File: src/hw/rtl/sync_length_packet_deframer_defines.svh
// Assertion macros shared by the deframer RTL.
// No dependencies; expects clk and rst_n in the including scope.
`ifndef SYNC_LENGTH_PACKET_DEFRAMER_DEFINES_SVH
`define SYNC_LENGTH_PACKET_DEFRAMER_DEFINES_SVH

// Property must hold at every clock edge outside reset.
`define SLPD_ASSERT(lbl, prop, msg) \
    lbl: assert property (@(posedge clk) disable iff (!rst_n) (prop)) else $error(msg);

// Condition must never be true outside reset.
`define SLPD_ASSERT_NEVER(lbl, cond, msg) \
    lbl: assert property (@(posedge clk) disable iff (!rst_n) !(cond)) else $error(msg);

`endif

File: src/hw/rtl/slpd_pkg.sv
// Package for the sync/length packet deframer: buffer sizing and register codes.
// No dependencies.
package slpd_pkg;

    localparam int BUF_DEPTH = 64;
    localparam int ADDR_W    = $clog2(BUF_DEPTH);
    localparam int CNT_W     = $clog2(BUF_DEPTH + 1);

    // cap on the effective length limit
    localparam logic [6:0] LIM_CAP = 7'(BUF_DEPTH);

    localparam logic [7:0] SYNC_FIRST_RST  = 8'hAB;
    localparam logic [7:0] SYNC_SECOND_RST = 8'hCD;
    localparam logic [6:0] LEN_LIMIT_RST   = 7'd60;

    typedef enum logic [1:0] {
        REG_SYNC_FIRST  = 2'd0,
        REG_SYNC_SECOND = 2'd1,
        REG_LEN_LIMIT   = 2'd2,
        REG_NONE        = 2'd3
    } reg_idx_t;

endpackage

File: src/hw/rtl/sync_length_packet_deframer.sv
// Top level: two-byte sync, length-prefixed packet deframer with a payload RAM.
// Depends on slpd_pkg, slpd_ram and sync_length_packet_deframer_defines.svh.
// Throughput: one rx byte per cycle while hunting and collecting; input stalls for a burst.
// Read-out: each byte is read from the RAM, then registered at the output, one per cycle
// while the output is not held off; input stays stalled until the last byte is loaded.
// Reset: async active low; registers to defaults, hunting, error clear; RAM not cleared.
`include "sync_length_packet_deframer_defines.svh"

module sync_length_packet_deframer
    import slpd_pkg::*;
(
    input  logic       clk,
    input  logic       rst_n,
    // configuration
    input  logic       cfg_we,
    input  logic [1:0] cfg_index,
    input  logic [7:0] cfg_data,
    // receive byte channel
    input  logic       in_valid,
    output logic       in_stall,
    input  logic [7:0] rx_byte,
    // payload result channel
    output logic       out_valid,
    input  logic       out_stall,
    output logic [7:0] payload_byte,
    output logic [5:0] byte_index,
    output logic       last_byte,
    output logic       error_seen
);

    typedef enum logic [2:0] {
        ST_IDLE,     // hunting first sync byte
        ST_SYNC1,    // first sync seen, expecting second
        ST_SYNC2,    // expecting length byte
        ST_PAYLOAD,  // collecting payload into RAM
        ST_EMIT      // reading the payload back out as a burst
    } state_t;

    // configuration registers
    logic [7:0] sync_first_reg, sync_second_reg;
    logic [6:0] len_limit_reg;

    // parser state
    state_t          state_reg, state_next;
    logic [5:0]      exp_len_reg, exp_len_next;
    logic [CNT_W-1:0] cnt_reg, cnt_next;
    logic            err_reg, err_next;

    // burst read-out
    logic [CNT_W-1:0]  burst_len_reg, burst_len_next;
    logic [CNT_W-1:0]  rd_idx_reg, rd_idx_next;
    logic              pend_reg, pend_next;      // RAM rdata holds an unloaded word
    logic [ADDR_W-1:0] pend_idx_reg, pend_idx_next;

    // output register
    logic       out_valid_reg, out_valid_next;
    logic [7:0] out_byte_reg, out_byte_next;
    logic [5:0] out_idx_reg, out_idx_next;
    logic       out_last_reg, out_last_next;
    logic       out_err_reg, out_err_next;

    // RAM port signals
    logic              ram_we, ram_re;
    logic [ADDR_W-1:0] ram_waddr;
    logic [7:0]        ram_rdata;

    logic             accept;
    logic             out_free;
    logic             load;
    logic [6:0]       eff_limit;
    logic [CNT_W-1:0] cnt_inc;

    slpd_ram #(
        .WIDTH (8),
        .DEPTH (BUF_DEPTH)
    ) u_payload_ram (
        .clk   (clk),
        .we    (ram_we),
        .waddr (ram_waddr),
        .wdata (rx_byte),
        .re    (ram_re),
        .raddr (rd_idx_reg[ADDR_W-1:0]),
        .rdata (ram_rdata)
    );

    assign in_stall = (state_reg == ST_EMIT);
    assign accept   = in_valid && !in_stall;
    assign out_free = !out_valid_reg || !out_stall;
    assign load     = pend_reg && out_free;

    // length byte must be below the smaller of the limit register and the buffer
    assign eff_limit = (len_limit_reg > LIM_CAP) ? LIM_CAP : len_limit_reg;
    assign cnt_inc   = cnt_reg + CNT_W'(1);
    assign ram_waddr = cnt_reg[ADDR_W-1:0];

    always_comb
    begin
        state_next     = state_reg;
        exp_len_next   = exp_len_reg;
        cnt_next       = cnt_reg;
        err_next       = err_reg;
        burst_len_next = burst_len_reg;
        rd_idx_next    = rd_idx_reg;
        pend_next      = pend_reg;
        pend_idx_next  = pend_idx_reg;
        ram_we         = 1'b0;
        ram_re         = 1'b0;

        // output register: take a fetched word when free, drop a delivered one
        out_byte_next  = out_byte_reg;
        out_idx_next   = out_idx_reg;
        out_last_next  = out_last_reg;
        out_err_next   = out_err_reg;
        if (load)
        begin
            out_valid_next = 1'b1;
            out_byte_next  = ram_rdata;
            out_idx_next   = 6'(pend_idx_reg);
            out_last_next  = ((CNT_W'(pend_idx_reg) + CNT_W'(1)) == burst_len_reg);
            out_err_next   = err_reg;
            pend_next      = 1'b0;
        end
        else if (out_valid_reg && !out_stall)
        begin
            out_valid_next = 1'b0;
        end
        else
        begin
            out_valid_next = out_valid_reg;
        end

        unique case (state_reg)
            ST_IDLE:
            begin
                if (accept)
                begin
                    if (rx_byte == sync_first_reg)
                    begin
                        state_next = ST_SYNC1;
                    end
                    else
                    begin
                        err_next = 1'b1;
                    end
                end
            end
            ST_SYNC1:
            begin
                if (accept)
                begin
                    if (rx_byte == sync_second_reg)
                    begin
                        state_next = ST_SYNC2;
                    end
                    else
                    begin
                        err_next   = 1'b1;
                        state_next = ST_IDLE;
                    end
                end
            end
            ST_SYNC2:
            begin
                if (accept)
                begin
                    if (rx_byte < {1'b0, eff_limit})
                    begin
                        exp_len_next = rx_byte[5:0];
                        cnt_next     = '0;
                        state_next   = ST_PAYLOAD;
                    end
                    else
                    begin
                        err_next   = 1'b1;
                        state_next = ST_IDLE;
                    end
                end
            end
            ST_PAYLOAD:
            begin
                if (accept)
                begin
                    ram_we = 1'b1;
                    // a length of zero still takes one byte
                    if (7'(cnt_inc) < 7'(exp_len_reg))
                    begin
                        cnt_next = cnt_inc;
                    end
                    else
                    begin
                        burst_len_next = cnt_inc;
                        rd_idx_next    = '0;
                        cnt_next       = '0;
                        exp_len_next   = '0;
                        state_next     = ST_EMIT;
                    end
                end
            end
            ST_EMIT:
            begin
                // issue a read when the fetched word has gone or goes this cycle
                if ((rd_idx_reg < burst_len_reg) && (!pend_reg || load))
                begin
                    ram_re        = 1'b1;
                    pend_next     = 1'b1;
                    pend_idx_next = rd_idx_reg[ADDR_W-1:0];
                    rd_idx_next   = rd_idx_reg + CNT_W'(1);
                end
                else if ((rd_idx_reg == burst_len_reg) && !pend_next)
                begin
                    state_next = ST_IDLE;
                end
            end
            default:
            begin
                state_next = ST_IDLE;
            end
        endcase
    end

    always_ff @(posedge clk or negedge rst_n)
    begin
        if (!rst_n)
        begin
            sync_first_reg  <= SYNC_FIRST_RST;
            sync_second_reg <= SYNC_SECOND_RST;
            len_limit_reg   <= LEN_LIMIT_RST;
            state_reg       <= ST_IDLE;
            exp_len_reg     <= '0;
            cnt_reg         <= '0;
            err_reg         <= 1'b0;
            burst_len_reg   <= '0;
            rd_idx_reg      <= '0;
            pend_reg        <= 1'b0;
            pend_idx_reg    <= '0;
            out_valid_reg   <= 1'b0;
            out_byte_reg    <= '0;
            out_idx_reg     <= '0;
            out_last_reg    <= 1'b0;
            out_err_reg     <= 1'b0;
        end
        else
        begin
            if (cfg_we)
            begin
                unique case (reg_idx_t'(cfg_index))
                    REG_SYNC_FIRST:  sync_first_reg  <= cfg_data;
                    REG_SYNC_SECOND: sync_second_reg <= cfg_data;
                    REG_LEN_LIMIT:   len_limit_reg   <= cfg_data[6:0];
                    REG_NONE:        ;
                    default:         ;
                endcase
            end
            state_reg     <= state_next;
            exp_len_reg   <= exp_len_next;
            cnt_reg       <= cnt_next;
            err_reg       <= err_next;
            burst_len_reg <= burst_len_next;
            rd_idx_reg    <= rd_idx_next;
            pend_reg      <= pend_next;
            pend_idx_reg  <= pend_idx_next;
            out_valid_reg <= out_valid_next;
            out_byte_reg  <= out_byte_next;
            out_idx_reg   <= out_idx_next;
            out_last_reg  <= out_last_next;
            out_err_reg   <= out_err_next;
        end
    end

    assign out_valid    = out_valid_reg;
    assign payload_byte = out_byte_reg;
    assign byte_index   = out_idx_reg;
    assign last_byte    = out_last_reg;
    assign error_seen   = out_err_reg;

    // error flag is sticky
    `SLPD_ASSERT_NEVER(a_err_sticky, $fell(err_reg), "error flag cleared outside reset")
    // reads stay inside the current packet
    `SLPD_ASSERT(a_rd_in_burst, ram_re |-> (rd_idx_reg < burst_len_reg), "read past burst")
    // no payload write while a burst is read out
    `SLPD_ASSERT_NEVER(a_no_wr_emit, ram_we && (state_reg == ST_EMIT), "write during burst")
    // burst ends only once the last fetched word has been taken
    `SLPD_ASSERT(a_exit_drained,
                 ((state_reg == ST_EMIT) && (state_next == ST_IDLE)) |-> !pend_next,
                 "burst left with word pending")

endmodule

File: src/hw/rtl/slpd_ram.sv
// Generic simple dual-port RAM, one write and one registered read port.
// No dependencies.
module slpd_ram #(
    parameter int WIDTH = 8,
    parameter int DEPTH = 64
) (
    input  logic                     clk,
    input  logic                     we,
    input  logic [$clog2(DEPTH)-1:0] waddr,
    input  logic [WIDTH-1:0]         wdata,
    input  logic                     re,
    input  logic [$clog2(DEPTH)-1:0] raddr,
    output logic [WIDTH-1:0]         rdata
);

    logic [WIDTH-1:0] mem [DEPTH];
    logic [WIDTH-1:0] rdata_reg;

    always_ff @(posedge clk)
    begin
        if (we)
        begin
            mem[waddr] <= wdata;
        end
        if (re)
        begin
            rdata_reg <= mem[raddr];
        end
    end

    assign rdata = rdata_reg;

endmodule

File: config.mk
export PLATFORM = sky130hd
export DESIGN_NAME = sync_length_packet_deframer
export DESIGN_NICKNAME = d
export VERILOG_FILES = /design/src/hw/rtl/slpd_pkg.sv /design/src/hw/rtl/sync_length_packet_deframer.sv /design/src/hw/rtl/slpd_ram.sv
export VERILOG_INCLUDE_DIRS = /design/src /design/src/hw/rtl
export SDC_FILE = /design/constraint.sdc
export NUM_CORES = 1
export LEC_CHECK = 0
export BUFFER_PORTS_ARGS = -buffer_cell sky130_fd_sc_hd__buf_2
export CORE_ASPECT_RATIO = 1.1
export CORE_UTILIZATION = 50
export CTS_CLUSTER_SIZE = 40
export DETAILED_ROUTE_END_ITERATION = 16
export PLACE_DENSITY_LB_ADDON = 0.05
export SLEW_MARGIN = 20
export SYNTH_ARGS = -nofsm -noshare
export SYNTH_HDL_FRONTEND = slang
export SYNTH_HIERARCHICAL = 1
export SYNTH_SLANG_ARGS = --single-unit
File: constraint.sdc
create_clock -name clk -period 4.9 [get_ports clk]
set_input_delay 1.225 -clock clk [delete_from_list [all_inputs] [get_ports clk]]
set_output_delay 1.225 -clock clk [all_outputs]
set_load 0.03 [all_outputs]
# Word-level counts from Yosys, hierarchy flattened
# Memory sizes are Yosys's and may differ from the RTL's. A register that Yosys moved wholly into a read port is not among the register bits.
# Cells that the tools add are included.
# classes
add_sub_neg	3
order_cmp	4
eq_ne	23
n_mux	44
bitwise	1
reduce_logical	28
# op_table
cell	n
two-way mux 7 bit	8
one-hot mux 7 bit (2 select lines)	2
two-way mux 3 bit	8
two-way mux 6 bit	4
inequality test 2 bit (second input constant)	11
two-way mux 1 bit	17
== test 8 bit	2
one-hot mux 3 bit (5 select lines)	1
adder 7 x 1 -> 7 bit (second input constant)	2
== test 7 bit	2
one-hot mux 6 bit (2 select lines)	1
less-than comparator 8 x 7 -> 1 bit	1
AND reduction 2 bit	4
AND reduction 4 bit	2
AND reduction 8 bit	1
adder 6 x 1 -> 7 bit (second input constant)	1
> comparator 7 bit (second input constant)	1
less-than comparator 7 x 6 -> 1 bit	1
less-than comparator 7 bit	1
AND reduction 7 bit	1
== test 3 x 2 -> 1 bit (second input constant)	2
nonzero test 2 bit	3
logical AND 1 bit	5
logical NOT 1 bit	5
other kinds (14)	17
# word_totals
register_bits	78
mem_bits_rw	512
output_inout_bits	18
n_memories	1
# mem_list
name	words	word_bits	rd	rd_clocked_by_memory_dff	write_ports	line	rtl
u_payload_ram.mem	64	8	1	1	1	slpd_ram.sv:16	logic [WIDTH-1:0] mem [DEPTH];

# Logic depth before layout (Yosys ltp)
# Gate-level depths: netlist (run 1).
# depth
ltp_word	9
ltp_mapped	11
mapped_depth_nobuf	10

# Modules after synthesis
# The synthesis (run 1) kept the hierarchy.
# modules_own_cells
mod	instances	cells_each	area_each_um2
slpd_ram	1	940	20246.9
sync_length_packet_deframer	1	357	4022.6

# Worst setup path before layout (run 1)
# OpenSTA, ideal clock, no wires.
# synth_path
kind	input-to-reg
start	input port rx_byte[1]
end	register exp_len_reg[0]
arrival_time_ns	3.023
setup_slack_ns	1.756
cell_stages	8
cell_sequence	ha_1 > o211ai_1 > o21ai_1 > a41o_1 > and2_0 > or4_1 > clkbuf_1 > a22o_1
# synth_between
elab_chain_len	3
# synth_lines
element	line	rtl
start: declaration	sync_length_packet_deframer.sv:21	input logic [7:0] rx_byte,
less-than comparator 8 x 7 -> 1 bit	sync_length_packet_deframer.sv:166	if (rx_byte < {1'b0, eff_limit})
inequality test 2 bit (no source line)	n/a	
AND reduction 5 bit (no source line)	n/a	
end signal: assignment	sync_length_packet_deframer.sv:255	exp_len_reg <= exp_len_next;
end: declaration	sync_length_packet_deframer.sv:45	logic [5:0] exp_len_reg, exp_len_next;
# Every way passes these cells.
# A chain may end at the register's enable or synchronous reset.

# Worst setup path after layout (run 1)
# layout_path
start	register rd_idx_reg[0]
end	register u_payload_ram.rdata_reg[6], in the netlist u_payload_ram/rdata[6] (read register of u_payload_ram.mem), data pin
# layout_between
elab_chain_len	4
# layout_lines
element	line	rtl
start: declaration	sync_length_packet_deframer.sv:51	logic [CNT_W-1:0] rd_idx_reg, rd_idx_next;
start signal: assignment	sync_length_packet_deframer.sv:259	rd_idx_reg <= rd_idx_next;
less-than comparator 7 bit	sync_length_packet_deframer.sv:202	if ((rd_idx_reg < burst_len_reg) && (!pend_reg || load))
logical AND 1 bit	sync_length_packet_deframer.sv:202	
two-way mux 1 bit	sync_length_packet_deframer.sv:202	
two-way mux 1 bit	sync_length_packet_deframer.sv:132	unique case (state_reg)
end: declaration	slpd_ram.sv:17	logic [WIDTH-1:0] rdata_reg;
# Several ways; a longest one is shown, not always the timed one.

==> reports/results.ini, run 1 <==
[synthesis]
synthTopCellsByArea = edfxtp_1 64%, mux4_2 12%, dfrtp_1 6.6%
syn-num-nets = 1341
synth_edf_count = 520
synthFlopType = edfxtp_1
synth_area_per_cell_um2 = 18.7
synth_seq_cells = 598
syn_inst = 1297
yosysTopAreaCellShare = 0.643
netlist_area_um2 = 24300
synth_most_common_cell = edfxtp_1
ys_warn_count = 6
yosys.area.top_type = edfxtp_1
ys_seq_area_frac = 0.725
yosys-top-cells-count = 520 x edfxtp_1, 126 x mux4_2, 101 x nor2_1
ys_types = 66
async_flop_share = 0.130

[setup_path]
crit_type = flop to flop
crit_fanout = 21
r2r_cells = 6
regToRegSetupSlack_ns = 1.58
cp.required_ns = 5.22
timing.rr.end = u_payload_ram/rdata[6]
r2r-start = rd_idx_reg[0]
cp_data_arrival_time_ns = 3.64
cp-start-kind = flop
cp-end-kind = flop

[power]
irDropWorstVdd_mv = 0.746
seqPwrFrac = 0.429
p_leak_nw = 8.96
intPower_mw = 10.1
power_density_nw_per_um2 = 530
p_sw_frac = 0.297
p_comb_frac = 0.254
p_sw_mw = 4.28
clockPowerShare = 0.317

[floorplan]
die-area_um2 = 49400
die_h_um = 233
die_w_um = 212
coreArea_um2 = 47800
core.rowCount = 84
ios = 41
initial_core_util = 0.508

[timing]
fin_hold_ws_ns = 0.467
max_freq_mhz = 302
timing.slew.headroom = 0.310
finalHoldViolations = 0
min_period_ns = 3.32
grt_setup_unrepaired = no
fin_tns_setup_ns = 0
period_share = 0.677
slew_violations = 0
setup-violations-final = 0
tightest_slew_ns = 1.03
finClkSkew_ns = 0.0191

[detailed_routing]
wl_mm = 58.8
via_count = 12400
drtIter0Drc = 923
via_per_inst = 6.01
wire_per_inst_um = 28.5
detail-route-antenna-nets = 0
drtPass1Iterations = 5
drc_errors = 0

[global_routing]
grt.total_usage = 0.247
grt_pass1_vias = 12500
antenna_found_initial = 3
grt_pass1_wl_mm = 86.4
grt_overflow = 0
grt_max_degree = 79

[final_layout]
stdcell_count = 2065
drive_above_1_share = 0.257
fillers = 3664
regMostFlops = u_payload_ram/mem
largest_reg_flops = 512
finish.utilization = 0.568
syn2layout_area_growth_pct = 12.0
final_net_count = 1415
n_antenna_cell = 0

[clock_network]
numCtsBuffers = 58
ctsHoldBuffers = 0
insertion_delay_ns = 0.61
cts_root_buffer = clkbuf_16
cts_setup_buffers = 0
cts_resized = 0
cts_tree = built
cts.clk_slew.worst_paths_ns = 0.06
htree_levels = 2
clock_sinks = 598
clock_path_buffers = 3

[placement]
dp_hpwl_mm = 37.8
gp_congestion = 0.882
placed_cells_incl_taps = 1956
port_buffers = 40

[hold_path]
min-delay-start = pend_reg
min_path_type = flop to flop
whs_path_depth = 1
min_to = out_valid

[job]
drv_cap = 0

[outcome]
outcome = finished, final reports clean

worst max-delay path, stage by stage, from the launching register on:
cell and delay, ns:
dfrtp_4 0.75, buf_4 0.37, mux4_2 0.56, mux2_2 0.32, o221a_2 0.29, nor3_1 0.52
o32ai_1 0.19
how the worst max path moves through the flow:
stage / from / endpoint / slack, ns / cells after the start
final: rd_idx_reg[0] / u_payload_ram/rdata[6] / 1.58 / 6
after global routing: rd_idx_reg[0] / u_payload_ram/rdata[4] / 1.49 / 6
after CTS: rd_idx_reg[0] / u_payload_ram/rdata[4] / 1.60 / 6
after detailed placement: in_valid / u_payload_ram/mem[46][4] / 1.22 / 6
after global placement: in_valid / u_payload_ram/mem[46][3] / 1.30 / 6
after floorplan: rx_byte[1] / exp_len_reg[0] / 1.76 / 8
power groups by stage:
stage | Combinational (mW) | Sequential, mW | Clock, mW
final | 3.66 | 6.18 | 4.57
after global routing | 3.89 | 6.22 | 4.83
after CTS | 3.70 | 6.19 | 4.65
after detailed placement | 3.69 | 6.29 | 0
after global placement | 3.68 | 6.29 | 0
after floorplan | 2.62 | 6.12 | 0
layout make-up:
class	instances	area, um^2	share of cell area
Clock buffer	73	1570	0.0578
Timing Repair Buffer	71	477	0.0175
Tap cell	645	807	0.0297
Clock inverter	36	384	0.0141
Inverter	24	90.1	0.00331
Sequential cell	598	17600	0.647
Multi-Input combinational cell	618	6260	0.230
cell usage in the layout (no fill, tap or decap), types with 4 or more instances in the layout:
master,instances
edfxtp_1,520
mux4_2,126
nor2_1,101
clkbuf_16,61
dfrtp_1,60
mux2_2,54
nand2_1,44
buf_2,39
buf_4,28
inv_1,24
mux2i_1,24
nand3_1,21
ha_1,21
xnor2_1,19
a21oi_1,17
xor2_1,16
nor2b_1,15
clkinv_2,14
dfstp_2,14
o21ai_0,13
nand4_1,12
nor3_1,12
clkbuf_1,12
o22ai_1,10
nand2b_1,9
clkinv_1,9
bufinv_16,8
o221ai_1,8
nand3b_1,6
a22o_1,6
a221oi_1,6
and2_1,4
o2111ai_1,4
o21ai_1,4
nor4_1,4
mux2_1,4
o32ai_1,4
a211oi_1,4
per-layer routing:
layer,track usage,share of wire,vias up
li1,-,-,5373
met1,0.357,0.45,6626
met2,0.398,0.49,347
met3,0.0411,0.052,61
met4,0.0546,0.015,4
met5,0,0.00054,-
kinds of logic (layout without fill, tap and decap cells):
kind of cell,Yosys count,count (layout),share of synthesized area
AO/OA/AOI/OAI,106,106,0.0311
XOR/XNOR,35,35,0.0126
adder cells (fa/ha/maj),21,21,0.0108
buffers and inverters,81,204,0.0178
flip-flops,598,598,0.725
multiplexers,208,208,0.154
AND/OR/NAND/NOR,248,248,0.0493
stage by stage:
stage,power [mW],area (um^2),setup WS (ns)
2_1_floorplan,8.73,24300,1.76
3_3_place_gp,9.97,25200,1.30
3_5_place_dp,9.98,25200,1.22
4_1_cts,14.5,27200,1.60
5_1_grt,14.9,27200,1.49
6_report,14.4,27200,1.58
Note: power is estimated with default switching activity, not from simulation.
==> run 2: changes to the inputs <==
--- a/config.mk
+++ b/config.mk
@@ -6,6 +6,7 @@
 export SDC_FILE = /design/constraint.sdc
 export NUM_CORES = 1
 export LEC_CHECK = 0
+export ABC_AREA = 1
 export BUFFER_PORTS_ARGS = -buffer_cell sky130_fd_sc_hd__buf_2
 export CORE_ASPECT_RATIO = 1.1
 export CORE_UTILIZATION = 50
==> constraint.sdc (replaced) <==
create_clock -name clk -period 3.5 [get_ports clk]
set_input_delay 0.875 -clock clk [delete_from_list [all_inputs] [get_ports clk]]
set_output_delay 0.875 -clock clk [all_outputs]
set_load 0.03 [all_outputs]
==> reports/results.ini, run 2 <==
[global_routing]
grt_pass1_wl_mm = 98.6  ; +14%
grt_max_degree = 113  ; +43%
grt_pass1_vias = 16500  ; +32%
grt_overflow = 0  ; unchanged
antenna_found_initial = 2  ; -1
grt.total_usage = 0.251  ; +0.00418

[clock_network]
cts_tree = built
cts_resized = 0  ; unchanged
ctsHoldBuffers = 0  ; unchanged
insertion_delay_ns = 0.62  ; about the same
numCtsBuffers = 61  ; +5.2%
clock_sinks = 598  ; unchanged
cts_setup_buffers = 0  ; unchanged
cts.clk_slew.worst_paths_ns = 0.06  ; about the same
cts_root_buffer = clkbuf_16
htree_levels = 2  ; unchanged
clock_path_buffers = 3  ; unchanged

[final_layout]
seq_area_um2 = 17600  ; about the same
fin_area_um2 = 28800  ; +5.9%
final_net_count = 2415  ; +71%
regMostFlops = u_payload_ram/mem
final_common_cell = nand2_1
n_antenna_cell = 0  ; unchanged
fillers = 4258  ; +16%
multi_input_area_um2 = 7000  ; +12%
syn2layout_area_growth_pct = 12.0  ; about the same
final_cell_mix = 771 x nand2_1, 520 x edfxtp_1, 455 x nand3_1, 95 x buf_4, 82 x nor2_1
drive_above_1_share = 0.118  ; -0.139
largest_reg_flops = 512  ; unchanged

[synthesis]
async_flop_share = 0.130  ; unchanged
yosys.area_share.simple = 0.233  ; +0.183
yosys.area.top_type = edfxtp_1
muxShareOfSynthArea = 0.00394  ; -0.150
synthTopCellsByArea = edfxtp_1 61%, nand2_1 11%, nand3_1 8.9%
synth_most_common_cell = nand2_1
syn_inst = 2289  ; +76%
ys_seq_area_frac = 0.684  ; -0.0406
synth_top_family_by_area = simple AND/OR/NAND/NOR gates
synthAdderAreaFrac = 0.0102  ; -0.000606
netlist_area_um2 = 25700  ; +5.9%
ys_types = 45  ; -32%
ys_warn_count = 6  ; unchanged
synth_seq_cells = 598  ; unchanged
synth_edf_count = 520  ; unchanged
synth_xor_xnor_area_share = 0.0115  ; -0.00110
synthFlopType = edfxtp_1
synth-compound-area-share = 0.0140  ; -0.0172
yosys-top-cells-count = 771 x nand2_1, 520 x edfxtp_1, 455 x nand3_1
syn-num-nets = 2333  ; +74%
yosysTopAreaCellShare = 0.607  ; -0.0360
synth_area_per_cell_um2 = 11.2  ; -40%

[setup_path]
crit_type = flop to flop
cp_data_arrival_time_ns = 3.29  ; -0.35 ns
cp-start-kind = flop
crit_fanout = 15  ; -29%
cp-end-kind = flop
cp.required_ns = 4.00  ; -1.22 ns

[power]
irDropWorstVdd_mv = 0.463  ; -38%
power.total_mw = 20.6  ; +43%
power_density_nw_per_um2 = 716  ; +35%
p_leak_nw = 11.0  ; +22%

[timing]
slew_violations = 0  ; unchanged
period_share = 0.798  ; +0.121
timing.slew.headroom = 0.258  ; -0.0516
tightest_slew_ns = 1.11  ; +0.0808 ns
max_freq_mhz = 358  ; +19%
fin_tns_setup_ns = 0  ; unchanged
finalHoldViolations = 0  ; unchanged
min_period_ns = 2.79  ; -0.525 ns
grt_setup_unrepaired = no
finClkSkew_ns = 0.0159  ; -0.00313 ns
setup-violations-final = 0  ; unchanged

[floorplan]
die_w_um = 218  ; +2.9%
core.rowCount = 86  ; +2.4%
ios = 41  ; unchanged
die_h_um = 240  ; +2.9%
initial_core_util = 0.509  ; +0.00191
die-area_um2 = 52300  ; +5.9%
coreArea_um2 = 50500  ; +5.5%

[job]
drv_cap = 0  ; unchanged

[hold_path]
min_path_type = primary input to asynchronous set/reset pin

[detailed_routing]
detail-route-antenna-nets = 0  ; unchanged
via_count = 17000  ; +37%
via_per_inst = 5.53  ; -8.0%
drtIter0Drc = 1524  ; +65%
wl_mm = 64.4  ; +9.5%
drc_errors = 0  ; unchanged
wire_per_inst_um = 20.9  ; -27%
drtPass1Iterations = 7  ; +2

[placement]
gp_congestion = 0.839  ; -4.8%
dp_hpwl_mm = 38.3  ; +1.2%
port_buffers = 40  ; unchanged
postPlaceCellArea_um2 = 26700  ; +6.0%

[outcome]
outcome = finished, final reports clean

-- run 2: changes by cell type after synthesis, moves of 15 or more --
cell     previous run  this run
buf_2              11        39
buf_6               4        37
inv_1              24        61
mux2_2             54         9
mux2i_1            24         0
mux4_2            126         0
nand2_1            44       771
nand3_1            21       455
nand4_1            12        27
nor2_1            101        82
nor2b_1            15         0
o21ai_0            13        45
-- run 2: power breakdown --
part	internal [mW]	switching [mW]	leakage, nW	total (mW)
Combinational	1.61	4.11	4.34	5.73
Sequential	7.93	0.249	5.60	8.18
Clock	4.00	2.71	1.02	6.71
-- run 2: logic make-up (layout without fill, tap and decap cells) --
| group | Yosys count | count (layout) |
|---|---|---|
| compound gates | 64 | 64 |
| xor+xnor | 33 | 33 |
| fa+ha+maj | 21 | 21 |
| buf+inv | 189 | 322 |
| flops | 598 | 598 |
| mux | 9 | 9 |
| simple gates | 1375 | 1375 |
-- run 2: stage by stage --
stage | instances | setup WS (ns) | hold WS, ns | utilization
CTS | 3082 | 0.734 | 0.216 | 0.571
global placement | 2968 | 0.785 | 0.440 | 0.530
finish | 3082 | 0.708 | 0.229 | 0.571
detailed placement | 2968 | 0.741 | 0.442 | 0.530
floorplan | 2289 | 0.387 | 0.419 | -
global route | 3082 | 0.444 | 0.246 | 0.571
-- run 2: worst max-delay path: stages (launching register included) --
cell and delay [ns]:
dfrtp_1 0.65, ha_1 0.28, nand3_2 0.09, xor2_1 0.22, inv_1 0.07, ha_1 0.29, a21o_1 0.17, a21oi_1 0.22
nand3_2 0.11, nand3_2 0.19, nand2_2 0.16, a21oi_1 0.16, nor2_1 0.06
-- run 2: final timing paths --
path                                 endpoint       start  cells after the start  slack (ns)
min in group clk                      err_reg     err_reg                      2        0.45
max                             rd_idx_reg[3]  cnt_reg[0]                     12        0.71
min reg2reg                           err_reg     err_reg                      2        0.45
max in group asynchronous  sync_second_reg[7]       rst_n                      2        2.50
min                           payload_byte[6]       rst_n                      1        0.23
max reg2reg                     rd_idx_reg[3]  cnt_reg[0]                     12        0.71
-- run 2: layout make-up --
class / count / area share
Tap cell: 660 / 0.0287
Sequential cell: 598 / 0.611
Inverter: 67 / 0.00917
Multi-Input combinational cell: 1502 / 0.243
Clock buffer: 73 / 0.0561
Timing Repair Buffer: 141 / 0.0364
Clock inverter: 41 / 0.0155
-- run 2: metal layers --
metal	up-vias	global-route usage	routed length (um)
met3	109	0.0400	3520
met5	-	0	0
met2	510	0.409	31000
li1	8110	-	-
met4	0	0.0812	1700
met1	8319	0.346	28100
==> run 3: changes to the inputs <==
==> constraint.sdc (replaced) <==
create_clock -name clk -period 2.4 [get_ports clk]
set_input_delay 0.6 -clock clk [delete_from_list [all_inputs] [get_ports clk]]
set_output_delay 0.6 -clock clk [all_outputs]
set_load 0.03 [all_outputs]
==> reports/results.ini, run 3 (synthesized netlist as in run 2, its figures left out) <==
[detailed_routing]
drtIter0Drc = 1605  ; +5.3%
drtPass1Iterations = 5  ; -2
via_per_inst = 5.47  ; -1.1%
wl_mm = 65.8  ; +2.2%
via_count = 17200  ; +1.1%
detail-route-antenna-nets = 0  ; unchanged
drc_errors = 0  ; unchanged
wire_per_inst_um = 20.9  ; about the same

[global_routing]
grt_overflow = 0  ; unchanged
use_met3 = 0.0316  ; -0.00838
use_met1 = 0.369  ; +0.0232
antenna_found_initial = 0  ; -2
grt_pass1_vias = 16700  ; +1.1%
busiest_layer = met2
grt_pass1_wl_mm = 101  ; +2.2%
grt.total_usage = 0.258  ; +0.00684
grtUsageMet2 = 0.414  ; +0.00529
grt_max_degree = 67  ; -41%

[timing]
finClkSkew_ns = 0.0183  ; +0.00238 ns
finalHoldViolations = 0  ; unchanged
max_freq_mhz = 435  ; +21%
fin_ws_ns = 0.0994  ; -0.609 ns
slew_violations = 0  ; unchanged
fin_hold_ws_ns = 0.232  ; +0.00373 ns
tightest_slew_ns = 0.834  ; -0.277 ns
setup-violations-final = 0  ; unchanged
timing.slew.headroom = 0.444  ; +0.185
min_period_ns = 2.30  ; -0.491 ns
period_share = 0.959  ; +0.161
fin_tns_setup_ns = 0  ; unchanged

[outcome]
outcome = finished, final reports clean

[setup_path]
regToRegSetupSlack_ns = 0.1  ; -0.61 ns
timing.rr.end = u_payload_ram/mem[46][3]
cp.required_ns = 2.72  ; -1.28 ns
setup.worst_path.start = state_reg[0]
cp-start-kind = flop
cp_data_arrival_time_ns = 2.62  ; -0.67 ns
r2r_cells = 7  ; -5
r2r-start = state_reg[0]
crit_fanout = 8  ; -7
crit_type = flop to flop
cp-end-kind = flop

[final_layout]
final_net_count = 2484  ; +2.9%
final_common_cell = nand2_1
syn2layout_area_growth_pct = 15.2
regMostFlops = u_payload_ram/mem
final_cell_mix = 771 x nand2_1, 520 x edfxtp_1, 455 x nand3_1, 148 x buf_4, 82 x nor2_1
n_antenna_cell = 0  ; unchanged
largest_reg_flops = 512  ; unchanged
drive_above_1_share = 0.147  ; +0.0288

[clock_network]
cts_root_buffer = clkbuf_16
numCtsBuffers = 60  ; -1.6%
insertion_delay_ns = 0.62  ; about the same
clock_path_buffers = 3  ; unchanged
cts.clk_slew.worst_paths_ns = 0.06  ; about the same
htree_levels = 2  ; unchanged
cts_tree = built
clock_sinks = 598  ; unchanged

[hold_path]
min-delay-start = cfg_data[7]
min_to = sync_first_reg[7]
whs_path_depth = 3
min_path_type = primary input to flop

[placement]
dp_hpwl_mm = 41.9  ; +9.5%
place_ws_ns = -0.0640  ; -0.805 ns
gp_congestion = 0.858  ; +2.3%
port_buffers = 40  ; unchanged

[floorplan]
die-area_um2 = 52300  ; unchanged
die_w_um = 218  ; unchanged
ios = 41  ; unchanged
coreArea_um2 = 50500  ; unchanged
die_h_um = 240  ; unchanged
initial_core_util = 0.509  ; unchanged
core.rowCount = 86  ; unchanged

[power]
power_density_nw_per_um2 = 1030  ; +44%
power.total_mw = 30.6  ; +48%
irDropWorstVdd_mv = 0.646  ; +39%
p_leak_nw = 11.3  ; +3.4%

[job]
drv_cap = 0  ; unchanged

-- run 3: cell types whose count changed in the layout (fill, tap and decap cells not counted), moves of 3 or more --
cell        delta
buf_4         +53
buf_12        +15
nor4_1         -8
nor4_4         +8
clkinv_2       -6
clkinv_1       +5
clkinvlp_4     +3
-- run 3: final cells by class --
cell class | count | area [um^2]
fillers | 4173 | 20800
well taps | 660 | 826
clock inverters | 43 | 437
inverters | 67 | 272
repair buffers | 211 | 1770
flip-flops and latches | 598 | 17600
clock buffers | 70 | 1560
multi-input cells | 1502 | 7160
-- run 3: timing repair --
| action | 4_1_cts | 5_1_grt |
|---|---|---|
| hold buffers | 1 | 0 |
| endpoints found under the hold margin | 23 | 0 |
| gates resized for setup | 0 | 8 |
| pin swaps | 1 | 5 |
| buffers inserted | 1 | 3 |
| endpoints found under the setup margin | 7 | 33 |
-- run 3: metal layers --
metal  vias to the layer above  share of wire
li1                       8237              -
met1                      8455           0.45
met2                       438           0.47
met3                       104          0.050
met4                         0          0.028
met5                         -              0
-- run 3: through the flow --
| step | cell area, um^2 | std cells | utilization |
|---|---|---|---|
| after CTS | 29600 | 3148 | 0.586 |
| final | 29600 | 3151 | 0.587 |
| after global routing | 29600 | 3151 | 0.587 |
| after detailed placement | 27500 | 3033 | 0.546 |
| after floorplan | 25900 | 2289 | - |
| after global placement | 27500 | 3033 | 0.546 |
-- run 3: worst max path at each step --
stage | to | cells after the start
floorplan | u_payload_ram/mem[48][0] | 6
detailed placement | exp_len_reg[1] | 13
global placement | exp_len_reg[4] | 13
global route | cnt_reg[2] | 12
finish | u_payload_ram/mem[46][3] | 7
CTS | cnt_reg[1] | 12
-- run 3: critical path, cell delays in order, from the launching register on --
cell and delay (ns):
dfrtp_1 0.46, nand2_1 0.15, nor3_2 0.40, buf_4 0.24, nand4_1 0.18, buf_4 0.21
nor2_1 0.14, buf_4 0.23
-- run 3: power breakdown --
group          internal, mW  total (mW)  switching (mW)
clock                  5.59        9.51            3.92
combinational          2.93        9.24            6.31
sequential             11.6        11.8           0.233
